## src/rtl/core/stb_pkg.sv

```systemverilog
`default_nettype none
// ----------------------------------------------------------------------------
// stb_pkg
// Shared types and constants of the software timer bank with uptime clock.
// ----------------------------------------------------------------------------
package stb_pkg;

	localparam int TIMERS_DEFAULT = 8;
	localparam int TIMERS_MAX     = 32;

	localparam int ACTION_W = 2;
	localparam int ID_W     = 8;
	localparam int PERIOD_W = 32;
	localparam int MASK_W   = 8;
	localparam int MS_W     = 10;
	localparam int SEC_W    = 12;
	localparam int HOUR_W   = 32;

	localparam int MS_PER_SEC   = 1000;
	localparam int SEC_PER_HOUR = 3600;

	// Action codes of an input item.
	localparam logic [ACTION_W-1:0] ACT_TICK = 2'd0;
	localparam logic [ACTION_W-1:0] ACT_ONCE = 2'd1;
	localparam logic [ACTION_W-1:0] ACT_AUTO = 2'd2;
	localparam logic [ACTION_W-1:0] ACT_STOP = 2'd3;

	// One decoded command handed to the timer bank in the cycle it takes effect.
	typedef struct packed {
		logic                tick;
		logic                start;
		logic                auto_rl;
		logic                stop;
		logic [ID_W-1:0]     id;
		logic [PERIOD_W-1:0] period;
	} cmd_t;

endpackage
`default_nettype wire

```

## src/rtl/core/stb_in_if.sv

```systemverilog
`default_nettype none
// ----------------------------------------------------------------------------
// stb_in_if
// Valid/ready channel that carries one action item into the timer bank.
// ----------------------------------------------------------------------------
interface stb_in_if;
	logic                          valid;
	logic                          ready;
	logic [stb_pkg::ACTION_W-1:0]  action;
	logic [stb_pkg::ID_W-1:0]      timer_id;
	logic [stb_pkg::PERIOD_W-1:0]  period;

	modport source (output valid, output action, output timer_id, output period, input ready);
	modport sink   (input valid, input action, input timer_id, input period, output ready);
endinterface
`default_nettype wire

```

## src/rtl/core/stb_out_if.sv

```systemverilog
`default_nettype none
// ----------------------------------------------------------------------------
// stb_out_if
// Valid/ready channel that carries one result item out of the timer bank.
// ----------------------------------------------------------------------------
interface stb_out_if;
	logic                        valid;
	logic                        ready;
	logic [stb_pkg::MASK_W-1:0]  expired_mask;
	logic [stb_pkg::MASK_W-1:0]  done_flags;
	logic                        bad_id;
	logic [stb_pkg::MS_W-1:0]    millis;
	logic [stb_pkg::SEC_W-1:0]   seconds_in_hour;
	logic [stb_pkg::HOUR_W-1:0]  hours;

	modport source (output valid, output expired_mask, output done_flags, output bad_id,
		output millis, output seconds_in_hour, output hours, input ready);
	modport sink   (input valid, input expired_mask, input done_flags, input bad_id,
		input millis, input seconds_in_hour, input hours, output ready);
endinterface
`default_nettype wire

```

## src/rtl/core/stb_uptime.sv

```systemverilog
`default_nettype none
// ----------------------------------------------------------------------------
// stb_uptime
// Millisecond / second-in-hour / hour counter advanced by the tick command.
// ----------------------------------------------------------------------------
module stb_uptime (
	input  wire logic                        clk,
	input  wire logic                        arst_n,
	input  wire logic                        tick,
	output logic [stb_pkg::MS_W-1:0]         millis,
	output logic [stb_pkg::SEC_W-1:0]        seconds_in_hour,
	output logic [stb_pkg::HOUR_W-1:0]       hours
);

	logic [stb_pkg::MS_W-1:0]   ms_q;
	logic [stb_pkg::SEC_W-1:0]  sec_q;
	logic [stb_pkg::HOUR_W-1:0] hour_q;

	// The outputs show the count as it stands after this cycle's command.
	always_comb begin
		millis          = ms_q;
		seconds_in_hour = sec_q;
		hours           = hour_q;
		if (tick) begin
			if (ms_q == stb_pkg::MS_W'(stb_pkg::MS_PER_SEC - 1)) begin
				millis = '0;
				if (sec_q == stb_pkg::SEC_W'(stb_pkg::SEC_PER_HOUR - 1)) begin
					seconds_in_hour = '0;
					hours           = hour_q + stb_pkg::HOUR_W'(1);
				end else begin
					seconds_in_hour = sec_q + stb_pkg::SEC_W'(1);
				end
			end else begin
				millis = ms_q + stb_pkg::MS_W'(1);
			end
		end
	end

	always_ff @(posedge clk or negedge arst_n) begin
		if (!arst_n) begin
			ms_q   <= '0;
			sec_q  <= '0;
			hour_q <= '0;
		end else begin
			ms_q   <= millis;
			sec_q  <= seconds_in_hour;
			hour_q <= hours;
		end
	end

endmodule
`default_nettype wire

```

## src/rtl/core/stb_timer_bank.sv

```systemverilog
`default_nettype none
// ----------------------------------------------------------------------------
// stb_timer_bank
// TIMERS parallel countdown timers with one-shot or auto-reload mode.
// ----------------------------------------------------------------------------
module stb_timer_bank #(
	parameter int TIMERS = stb_pkg::TIMERS_DEFAULT
) (
	input  wire logic                        clk,
	input  wire logic                        arst_n,
	input  wire stb_pkg::cmd_t               cmd,
	output logic [stb_pkg::MASK_W-1:0]       expired_mask,
	output logic [stb_pkg::MASK_W-1:0]       done_flags
);

	// Result vectors are padded so that the low eight bits always exist.
	localparam int WIDE = (TIMERS > stb_pkg::MASK_W) ? TIMERS : stb_pkg::MASK_W;

	logic [stb_pkg::PERIOD_W-1:0] remaining_q [TIMERS];
	logic [stb_pkg::PERIOD_W-1:0] reload_q    [TIMERS];
	logic [TIMERS-1:0]            flag_q;
	logic [TIMERS-1:0]            auto_q;

	logic [stb_pkg::PERIOD_W-1:0] remaining_d [TIMERS];
	logic [stb_pkg::PERIOD_W-1:0] reload_d    [TIMERS];
	logic [TIMERS-1:0]            flag_d;
	logic [TIMERS-1:0]            auto_d;
	logic [WIDE-1:0]              exp_w;
	logic [WIDE-1:0]              flag_w;

	always_comb begin
		logic [stb_pkg::PERIOD_W-1:0] dec;
		logic                         hit;
		exp_w  = '0;
		flag_w = '0;
		for (int i = 0; i < TIMERS; i++) begin
			remaining_d[i] = remaining_q[i];
			reload_d[i]    = reload_q[i];
			flag_d[i]      = flag_q[i];
			auto_d[i]      = auto_q[i];
			dec            = remaining_q[i] - stb_pkg::PERIOD_W'(1);
			hit            = (cmd.id == stb_pkg::ID_W'(i));
			if (cmd.tick) begin
				if (remaining_q[i] != '0) begin
					if (dec == '0) begin
						flag_d[i]      = 1'b1;
						exp_w[i]       = 1'b1;
						remaining_d[i] = auto_q[i] ? reload_q[i] : '0;
					end else begin
						remaining_d[i] = dec;
					end
				end
			end else if (cmd.start && hit) begin
				remaining_d[i] = cmd.period;
				reload_d[i]    = cmd.period;
				flag_d[i]      = 1'b0;
				auto_d[i]      = cmd.auto_rl;
			end else if (cmd.stop && hit) begin
				remaining_d[i] = '0;
				flag_d[i]      = 1'b0;
				auto_d[i]      = 1'b0;
			end
			flag_w[i] = flag_d[i];
		end
		expired_mask = exp_w[stb_pkg::MASK_W-1:0];
		done_flags   = flag_w[stb_pkg::MASK_W-1:0];
	end

	always_ff @(posedge clk or negedge arst_n) begin
		if (!arst_n) begin
			for (int i = 0; i < TIMERS; i++) begin
				remaining_q[i] <= '0;
				reload_q[i]    <= '0;
			end
			flag_q <= '0;
			auto_q <= '0;
		end else begin
			for (int i = 0; i < TIMERS; i++) begin
				remaining_q[i] <= remaining_d[i];
				reload_q[i]    <= reload_d[i];
			end
			flag_q <= flag_d;
			auto_q <= auto_d;
		end
	end

endmodule
`default_nettype wire

```

## src/rtl/core/soft_timer_bank_with_uptime_top.sv

```systemverilog
`default_nettype none
// ----------------------------------------------------------------------------
// soft_timer_bank_with_uptime_top
// Bank of countdown timers sharing a millisecond tick with an uptime clock.
// ----------------------------------------------------------------------------
//
//  Channel  Role     Payload                                   Transfer when
//  -------  -------  ----------------------------------------  --------------------
//  req      sink     action, timer_id, period                  req.valid & req.ready
//  rsp      source   expired_mask, done_flags, bad_id,         rsp.valid & rsp.ready
//                    millis, seconds_in_hour, hours
//
//  Every request gives exactly one response; it passes through the input
//  register and then the result register. One request per cycle is taken
//  sustained while the response side is not stalled.
//  The timer and clock state is updated in the cycle the request leaves the
//  input register, so the next request sees it at once.
//  A stall on rsp holds the result register and then the input register;
//  req.ready falls only when both are full. Reset clears all timers, flags,
//  modes and the uptime clock.
// ----------------------------------------------------------------------------
module soft_timer_bank_with_uptime_top #(
	parameter int TIMERS = stb_pkg::TIMERS_DEFAULT
) (
	input  wire logic  clk,
	input  wire logic  arst_n,
	stb_in_if.sink     req,
	stb_out_if.source  rsp
);

	// Input register.
	logic                          valid_s1;
	logic [stb_pkg::ACTION_W-1:0]  action_s1;
	logic [stb_pkg::ID_W-1:0]      id_s1;
	logic [stb_pkg::PERIOD_W-1:0]  period_s1;

	// Result register.
	logic                          rsp_valid_q;
	logic [stb_pkg::MASK_W-1:0]    mask_q;
	logic [stb_pkg::MASK_W-1:0]    flags_q;
	logic                          bad_q;
	logic [stb_pkg::MS_W-1:0]      ms_q;
	logic [stb_pkg::SEC_W-1:0]     sec_q;
	logic [stb_pkg::HOUR_W-1:0]    hour_q;

	logic                          advance;
	logic                          is_tick;
	logic                          bad_id;
	stb_pkg::cmd_t                 cmd;
	logic [stb_pkg::MASK_W-1:0]    mask_n;
	logic [stb_pkg::MASK_W-1:0]    flags_n;
	logic [stb_pkg::MS_W-1:0]      ms_n;
	logic [stb_pkg::SEC_W-1:0]     sec_n;
	logic [stb_pkg::HOUR_W-1:0]    hour_n;

	// The held request moves on whenever the result register is free or is
	// being emptied in this same cycle; the input register then refills.
	assign advance   = valid_s1 && (!rsp_valid_q || rsp.ready);
	assign req.ready = !valid_s1 || advance;

	assign is_tick = (action_s1 == stb_pkg::ACT_TICK);
	// Only start and stop name a timer; a tick never reports a bad id.
	assign bad_id  = !is_tick && (id_s1 >= stb_pkg::ID_W'(TIMERS));

	// Timers beyond the bank never match the id, so a bad id changes nothing.
	always_comb begin
		cmd.tick    = advance && is_tick;
		cmd.start   = advance && ((action_s1 == stb_pkg::ACT_ONCE) ||
			(action_s1 == stb_pkg::ACT_AUTO));
		cmd.auto_rl = (action_s1 == stb_pkg::ACT_AUTO);
		cmd.stop    = advance && (action_s1 == stb_pkg::ACT_STOP);
		cmd.id      = id_s1;
		cmd.period  = period_s1;
	end

	stb_timer_bank #(
		.TIMERS (TIMERS)
	) u_bank (
		.clk          (clk),
		.arst_n       (arst_n),
		.cmd          (cmd),
		.expired_mask (mask_n),
		.done_flags   (flags_n)
	);

	stb_uptime u_uptime (
		.clk             (clk),
		.arst_n          (arst_n),
		.tick            (cmd.tick),
		.millis          (ms_n),
		.seconds_in_hour (sec_n),
		.hours           (hour_n)
	);

	always_ff @(posedge clk or negedge arst_n) begin
		if (!arst_n) begin
			valid_s1 <= 1'b0;
		end else if (req.ready) begin
			valid_s1 <= req.valid;
		end
	end

	always_ff @(posedge clk) begin
		if (req.ready && req.valid) begin
			action_s1 <= req.action;
			id_s1     <= req.timer_id;
			period_s1 <= req.period;
		end
	end

	always_ff @(posedge clk or negedge arst_n) begin
		if (!arst_n) begin
			rsp_valid_q <= 1'b0;
		end else if (advance) begin
			rsp_valid_q <= 1'b1;
		end else if (rsp.ready) begin
			rsp_valid_q <= 1'b0;
		end
	end

	always_ff @(posedge clk) begin
		if (advance) begin
			mask_q  <= mask_n;
			flags_q <= flags_n;
			bad_q   <= bad_id;
			ms_q    <= ms_n;
			sec_q   <= sec_n;
			hour_q  <= hour_n;
		end
	end

	assign rsp.valid           = rsp_valid_q;
	assign rsp.expired_mask    = mask_q;
	assign rsp.done_flags      = flags_q;
	assign rsp.bad_id          = bad_q;
	assign rsp.millis          = ms_q;
	assign rsp.seconds_in_hour = sec_q;
	assign rsp.hours           = hour_q;

endmodule
`default_nettype wire
```

## src/flat_wrapper.sv

```systemverilog
// flat-port wrapper written by rule: the top's interface ports become plain ports
module soft_timer_bank_with_uptime_top_flat 
#(
	parameter int TIMERS = stb_pkg::TIMERS_DEFAULT
)
  (clk, arst_n, req_valid, req_action, req_timer_id, req_period, req_ready, rsp_valid, rsp_expired_mask, rsp_done_flags, rsp_bad_id, rsp_millis, rsp_seconds_in_hour, rsp_hours, rsp_ready);
  stb_in_if req_i ();
  stb_out_if rsp_i ();
  input  wire logic clk;
  input  wire logic arst_n;
  input wire logic [$bits(req_i.valid)-1:0] req_valid;
  input wire logic [$bits(req_i.action)-1:0] req_action;
  input wire logic [$bits(req_i.timer_id)-1:0] req_timer_id;
  input wire logic [$bits(req_i.period)-1:0] req_period;
  output wire logic [$bits(req_i.ready)-1:0] req_ready;
  output wire logic [$bits(rsp_i.valid)-1:0] rsp_valid;
  output wire logic [$bits(rsp_i.expired_mask)-1:0] rsp_expired_mask;
  output wire logic [$bits(rsp_i.done_flags)-1:0] rsp_done_flags;
  output wire logic [$bits(rsp_i.bad_id)-1:0] rsp_bad_id;
  output wire logic [$bits(rsp_i.millis)-1:0] rsp_millis;
  output wire logic [$bits(rsp_i.seconds_in_hour)-1:0] rsp_seconds_in_hour;
  output wire logic [$bits(rsp_i.hours)-1:0] rsp_hours;
  input wire logic [$bits(rsp_i.ready)-1:0] rsp_ready;
  assign req_i.valid = req_valid;
  assign req_i.action = req_action;
  assign req_i.timer_id = req_timer_id;
  assign req_i.period = req_period;
  assign req_ready = req_i.ready;
  assign rsp_valid = rsp_i.valid;
  assign rsp_expired_mask = rsp_i.expired_mask;
  assign rsp_done_flags = rsp_i.done_flags;
  assign rsp_bad_id = rsp_i.bad_id;
  assign rsp_millis = rsp_i.millis;
  assign rsp_seconds_in_hour = rsp_i.seconds_in_hour;
  assign rsp_hours = rsp_i.hours;
  assign rsp_i.ready = rsp_ready;
  soft_timer_bank_with_uptime_top #(.TIMERS(TIMERS)) u_core (.clk(clk), .arst_n(arst_n), .req(req_i), .rsp(rsp_i));
endmodule
```

## config.mk

```make
export PLATFORM = sky130hd
export DESIGN_NAME = soft_timer_bank_with_uptime_top_flat
export DESIGN_NICKNAME = d
export VERILOG_FILES = /design/src/rtl/core/stb_pkg.sv /design/src/rtl/core/stb_in_if.sv /design/src/rtl/core/stb_out_if.sv /design/src/rtl/core/stb_uptime.sv /design/src/rtl/core/stb_timer_bank.sv /design/src/rtl/core/soft_timer_bank_with_uptime_top.sv /design/src/flat_wrapper.sv
export SDC_FILE = /design/constraint.sdc
export NUM_CORES = 2
export LEC_CHECK = 0
export ABC_AREA = 1
export BUFFER_PORTS_ARGS = -buffer_cell sky130_fd_sc_hd__buf_2
export CORE_ASPECT_RATIO = 1.75
export CORE_MARGIN = 3
export CORE_UTILIZATION = 55
export DETAILED_ROUTE_END_ITERATION = 16
export PLACE_DENSITY = 0.72
export REMOVE_ABC_BUFFERS = 1
export SYNTH_ARGS = -nofsm -noshare
export SYNTH_HDL_FRONTEND = slang
export SYNTH_SLANG_ARGS = --single-unit
```

## constraint.sdc

```tcl
create_clock -name clk -period 9.25 [get_ports clk]
set_input_delay 1.3875 -clock clk [delete_from_list [all_inputs] [get_ports clk]]
set_output_delay 1.3875 -clock clk [all_outputs]
set_load 0.03 [all_outputs]
```

==> out/metrics.csv <==
metric;value;unit
ys_seq_area_share;42.40;%
cts_hold_buf;0;
clk_pin_slew;0.06;ns
path_cells;inv_1, ha_1, nand3_2, nor2_1, nand2_1, nor2_1, nand2_1, nand2_1, nand2_1, nor2_1, nand2_1, nor2_4, nand2_2, o21ai_0;
vdd.ir_drop.worst;0.0002110;V
cts_buffer_depth;3;
final_design_area_no_fill;45820;um2
synth_area;42470;um2
synth_top_area_share;34.41;%
synth_edf_count;113;
via_per_inst;5.972;
synthFlopType;dfrtp_1;
globalplace.congestion;1.018;
cap_violations;0;
finClkSkew;0.03138;ns
rows;134;
post_cts_resized;0;
placedCellCount;6993;
drv_slew;0;
cp-start-kind;flip-flop;
synth_cells;6098;
worst_pin_slew;1.335;ns
dieArea;80730;um2
power_frac_comb;29.9;%
synth.top_cells.by_count;nand2_1, nor2_1, nand3_1;
ys_warn_count;0;
dpl-instance-area;43490;um2
dp_hpwl;107600;um
synth-seq-cells;697;
worstSkewPairLatency;0.66;ns
grt_pass1_wl;236100;um
slowest_delay;0.63;ns
p_leak;20.68;nW
power;10.42;mW
clockPowerShare;28.1;%
fin_util;59.93;%
clock_sink_count;697;
coreArea;76450;um2
grt_pass1_vias;39770;
period_minus_slack;4.530;ns
cts-root-buf;clkbuf_16;
hold_path_class;reg2reg;
io_buffers;118;
antenna_found_initial;9;
relSlewSlack;10.20;%
nets;6111;
seq_power_share;42.0;%
outcome;complete, no violations;
ys_top_cells_by_area;dfrtp_1, nand2_1, edfxtp_1;
critPathCaptureType;flip-flop;
cts_made_buffers;68;
cts_tree;built;
io_pins;119;
max_freq;220.8;MHz
final-setup-viol-count;0;
grt_overflow;0;
power.density;227.4;nW/um2
drtIter0Drc;5094;
critPathSlowestCell;nor2_1;
yosysMostFrequentCell;nand2_1;
initial_core_util;55.56;%
switching_share;40.33;%
hold_violations;0;
arrival;4.91;ns
synthArstFlopShare;83.79;%
p_int;6.218;mW
fin_cells;7127;
h-tree-depth;3;
drc;0;
drt_pass1_iterations;8;
ant_nets;0;
postCtsSetupBuffers;0;
path_buf_inv;1;
syn_to_final_growth;7.877;%
worstPathRequired;9.63;ns
power.switching;4.203;mW
grt_usage;38.20;%
grt_setup_unrepaired;false;
worstSetupPathType;reg2reg;
wl_per_cell;22.12;um
fin_crit_sh;48.97;%
crit_fanout;33;
setup_tns;0;ns
crit_top_cell;nand2_1;
grt_max_degree;162;
synth_cell_type_count;43;
dieWidth;216.1;um
cpLargestDelayFamily;simple AND/OR/NAND/NOR gates;
wirelength;157700;um
drive_gt1_share;8.745;%
yosys.area.top_type;dfrtp_1;
synth.avg_cell_area;6.965;um2
die_y;373.6;um
vias;42570;
## worst register-to-register path, cell delays in order, from the launching register on
cell and delay (ns):
dfrtp_1 0.42, inv_1 0.12, ha_1 0.21, nand3_2 0.13, nor2_1 0.63, nand2_1 0.23
nor2_1 0.28, nand2_1 0.11, nand2_1 0.07, nand2_1 0.09, nor2_1 0.11, nand2_1 0.09
nor2_4 0.59, nand2_2 0.59, o21ai_0 0.61
## area by class of cell
type,count,area (um2)
Antenna cell,12,30.03
Fill cell,7331,30630
Clock inverter,39,377.9
Timing Repair Buffer,185,1141
Inverter,573,2161
Tap cell,1020,1276
Multi-Input combinational cell,4518,20900
Clock buffer,83,1924
Sequential cell,697,18010
## power groups by stage
stage	registers [mW]	clock network (mW)	logic [mW]
2_1_floorplan	4.18	0	2.16
3_3_place_gp	4.38	0	3.00
3_5_place_dp	4.38	0	3.06
4_1_cts	4.33	2.95	3.07
5_1_grt	4.41	3.06	3.50
6_report	4.37	2.93	3.12
## final timing paths
check	startpoint	to	slack, ns	cells after the start
setup / recovery	u_core.u_bank.remaining_q[192]$_DFFE_PN0P_	u_core.rsp.done_flags[1]$_DFFE_PP_	4.72	14
hold / removal	u_core.u_uptime.hour_q[31]$_DFF_PN0_	u_core.u_uptime.hour_q[31]$_DFF_PN0_	0.48	1
max in group asynchronous	arst_n	u_core.u_bank.reload_q[136]$_DFFE_PN0P_	6.91	2
min in group asynchronous	arst_n	u_core.u_bank.remaining_q[24]$_DFFE_PN0P_	0.79	1
hold reg to reg	u_core.u_uptime.hour_q[31]$_DFF_PN0_	u_core.u_uptime.hour_q[31]$_DFF_PN0_	0.48	1
setup reg to reg	u_core.u_bank.remaining_q[192]$_DFFE_PN0P_	u_core.rsp.done_flags[1]$_DFFE_PP_	4.72	14
## metrics by stage
stage | hold slack (ns) | worst slack, ns
floorplan | 0.4395 | -2.847
global placement | 0.4587 | 4.450
detailed placement | 0.4635 | 4.299
CTS | 0.4781 | 4.802
global route | 0.5006 | 4.330
finish | 0.4808 | 4.720
## metal layers
layer | up-vias | global-route usage [%] | part of all wire, %
met3 | 707 | 7.143 | 8.7
met1 | 19910 | 44.07 | 35
li1 | 19650 | - | -
met4 | 6 | 30.82 | 10
met5 | - | 0 | 0.019
met2 | 2295 | 61.90 | 46
## cell families (layout without fill, tap and decap cells)
kind of cell	after synthesis	after routing	synth area share [%]
compound gates	889	889	10.83
xor+xnor	63	63	1.299
fa+ha+maj	22	22	0.6481
buf+inv	883	880	8.534
flops	697	697	42.40
mux	1	1	0.02357
other cells	0	12	0
simple gates	3543	3543	36.27
## cells in the final DEF (no fill, tap or decap), types with 31 or more instances in the layout
cell	netlist	layout
edfxtp_1	113	113
o21ai_0	313	313
nand3_2	31	37
dfrtp_1	584	584
buf_4	8	64
inv_1	544	542
nand3b_1	32	32
nor2_2	48	49
nor3_1	32	31
xor2_1	34	34
a21oi_1	496	496
clkbuf_16	0	73
nand4_1	173	173
nor2_1	855	854
nand3_1	596	590
nand2_1	1672	1671
o21ai_1	36	36
buf_2	72	117
nand2_2	48	49
## sequential cells by signal, summed over array words and instances, names as in the netlist, 10 cells and up
register                    cells
u_core.u_uptime.hour_q         32
u_core.u_bank.remaining_q     256
u_core.rsp.millis              10
u_core.period_s1               32
u_core.u_uptime.ms_q           10
u_core.u_uptime.sec_q          12
u_core.rsp.hours               32
u_core.u_bank.reload_q        256
u_core.rsp.seconds_in_hour     12
(Power assumes the default switching activity.)
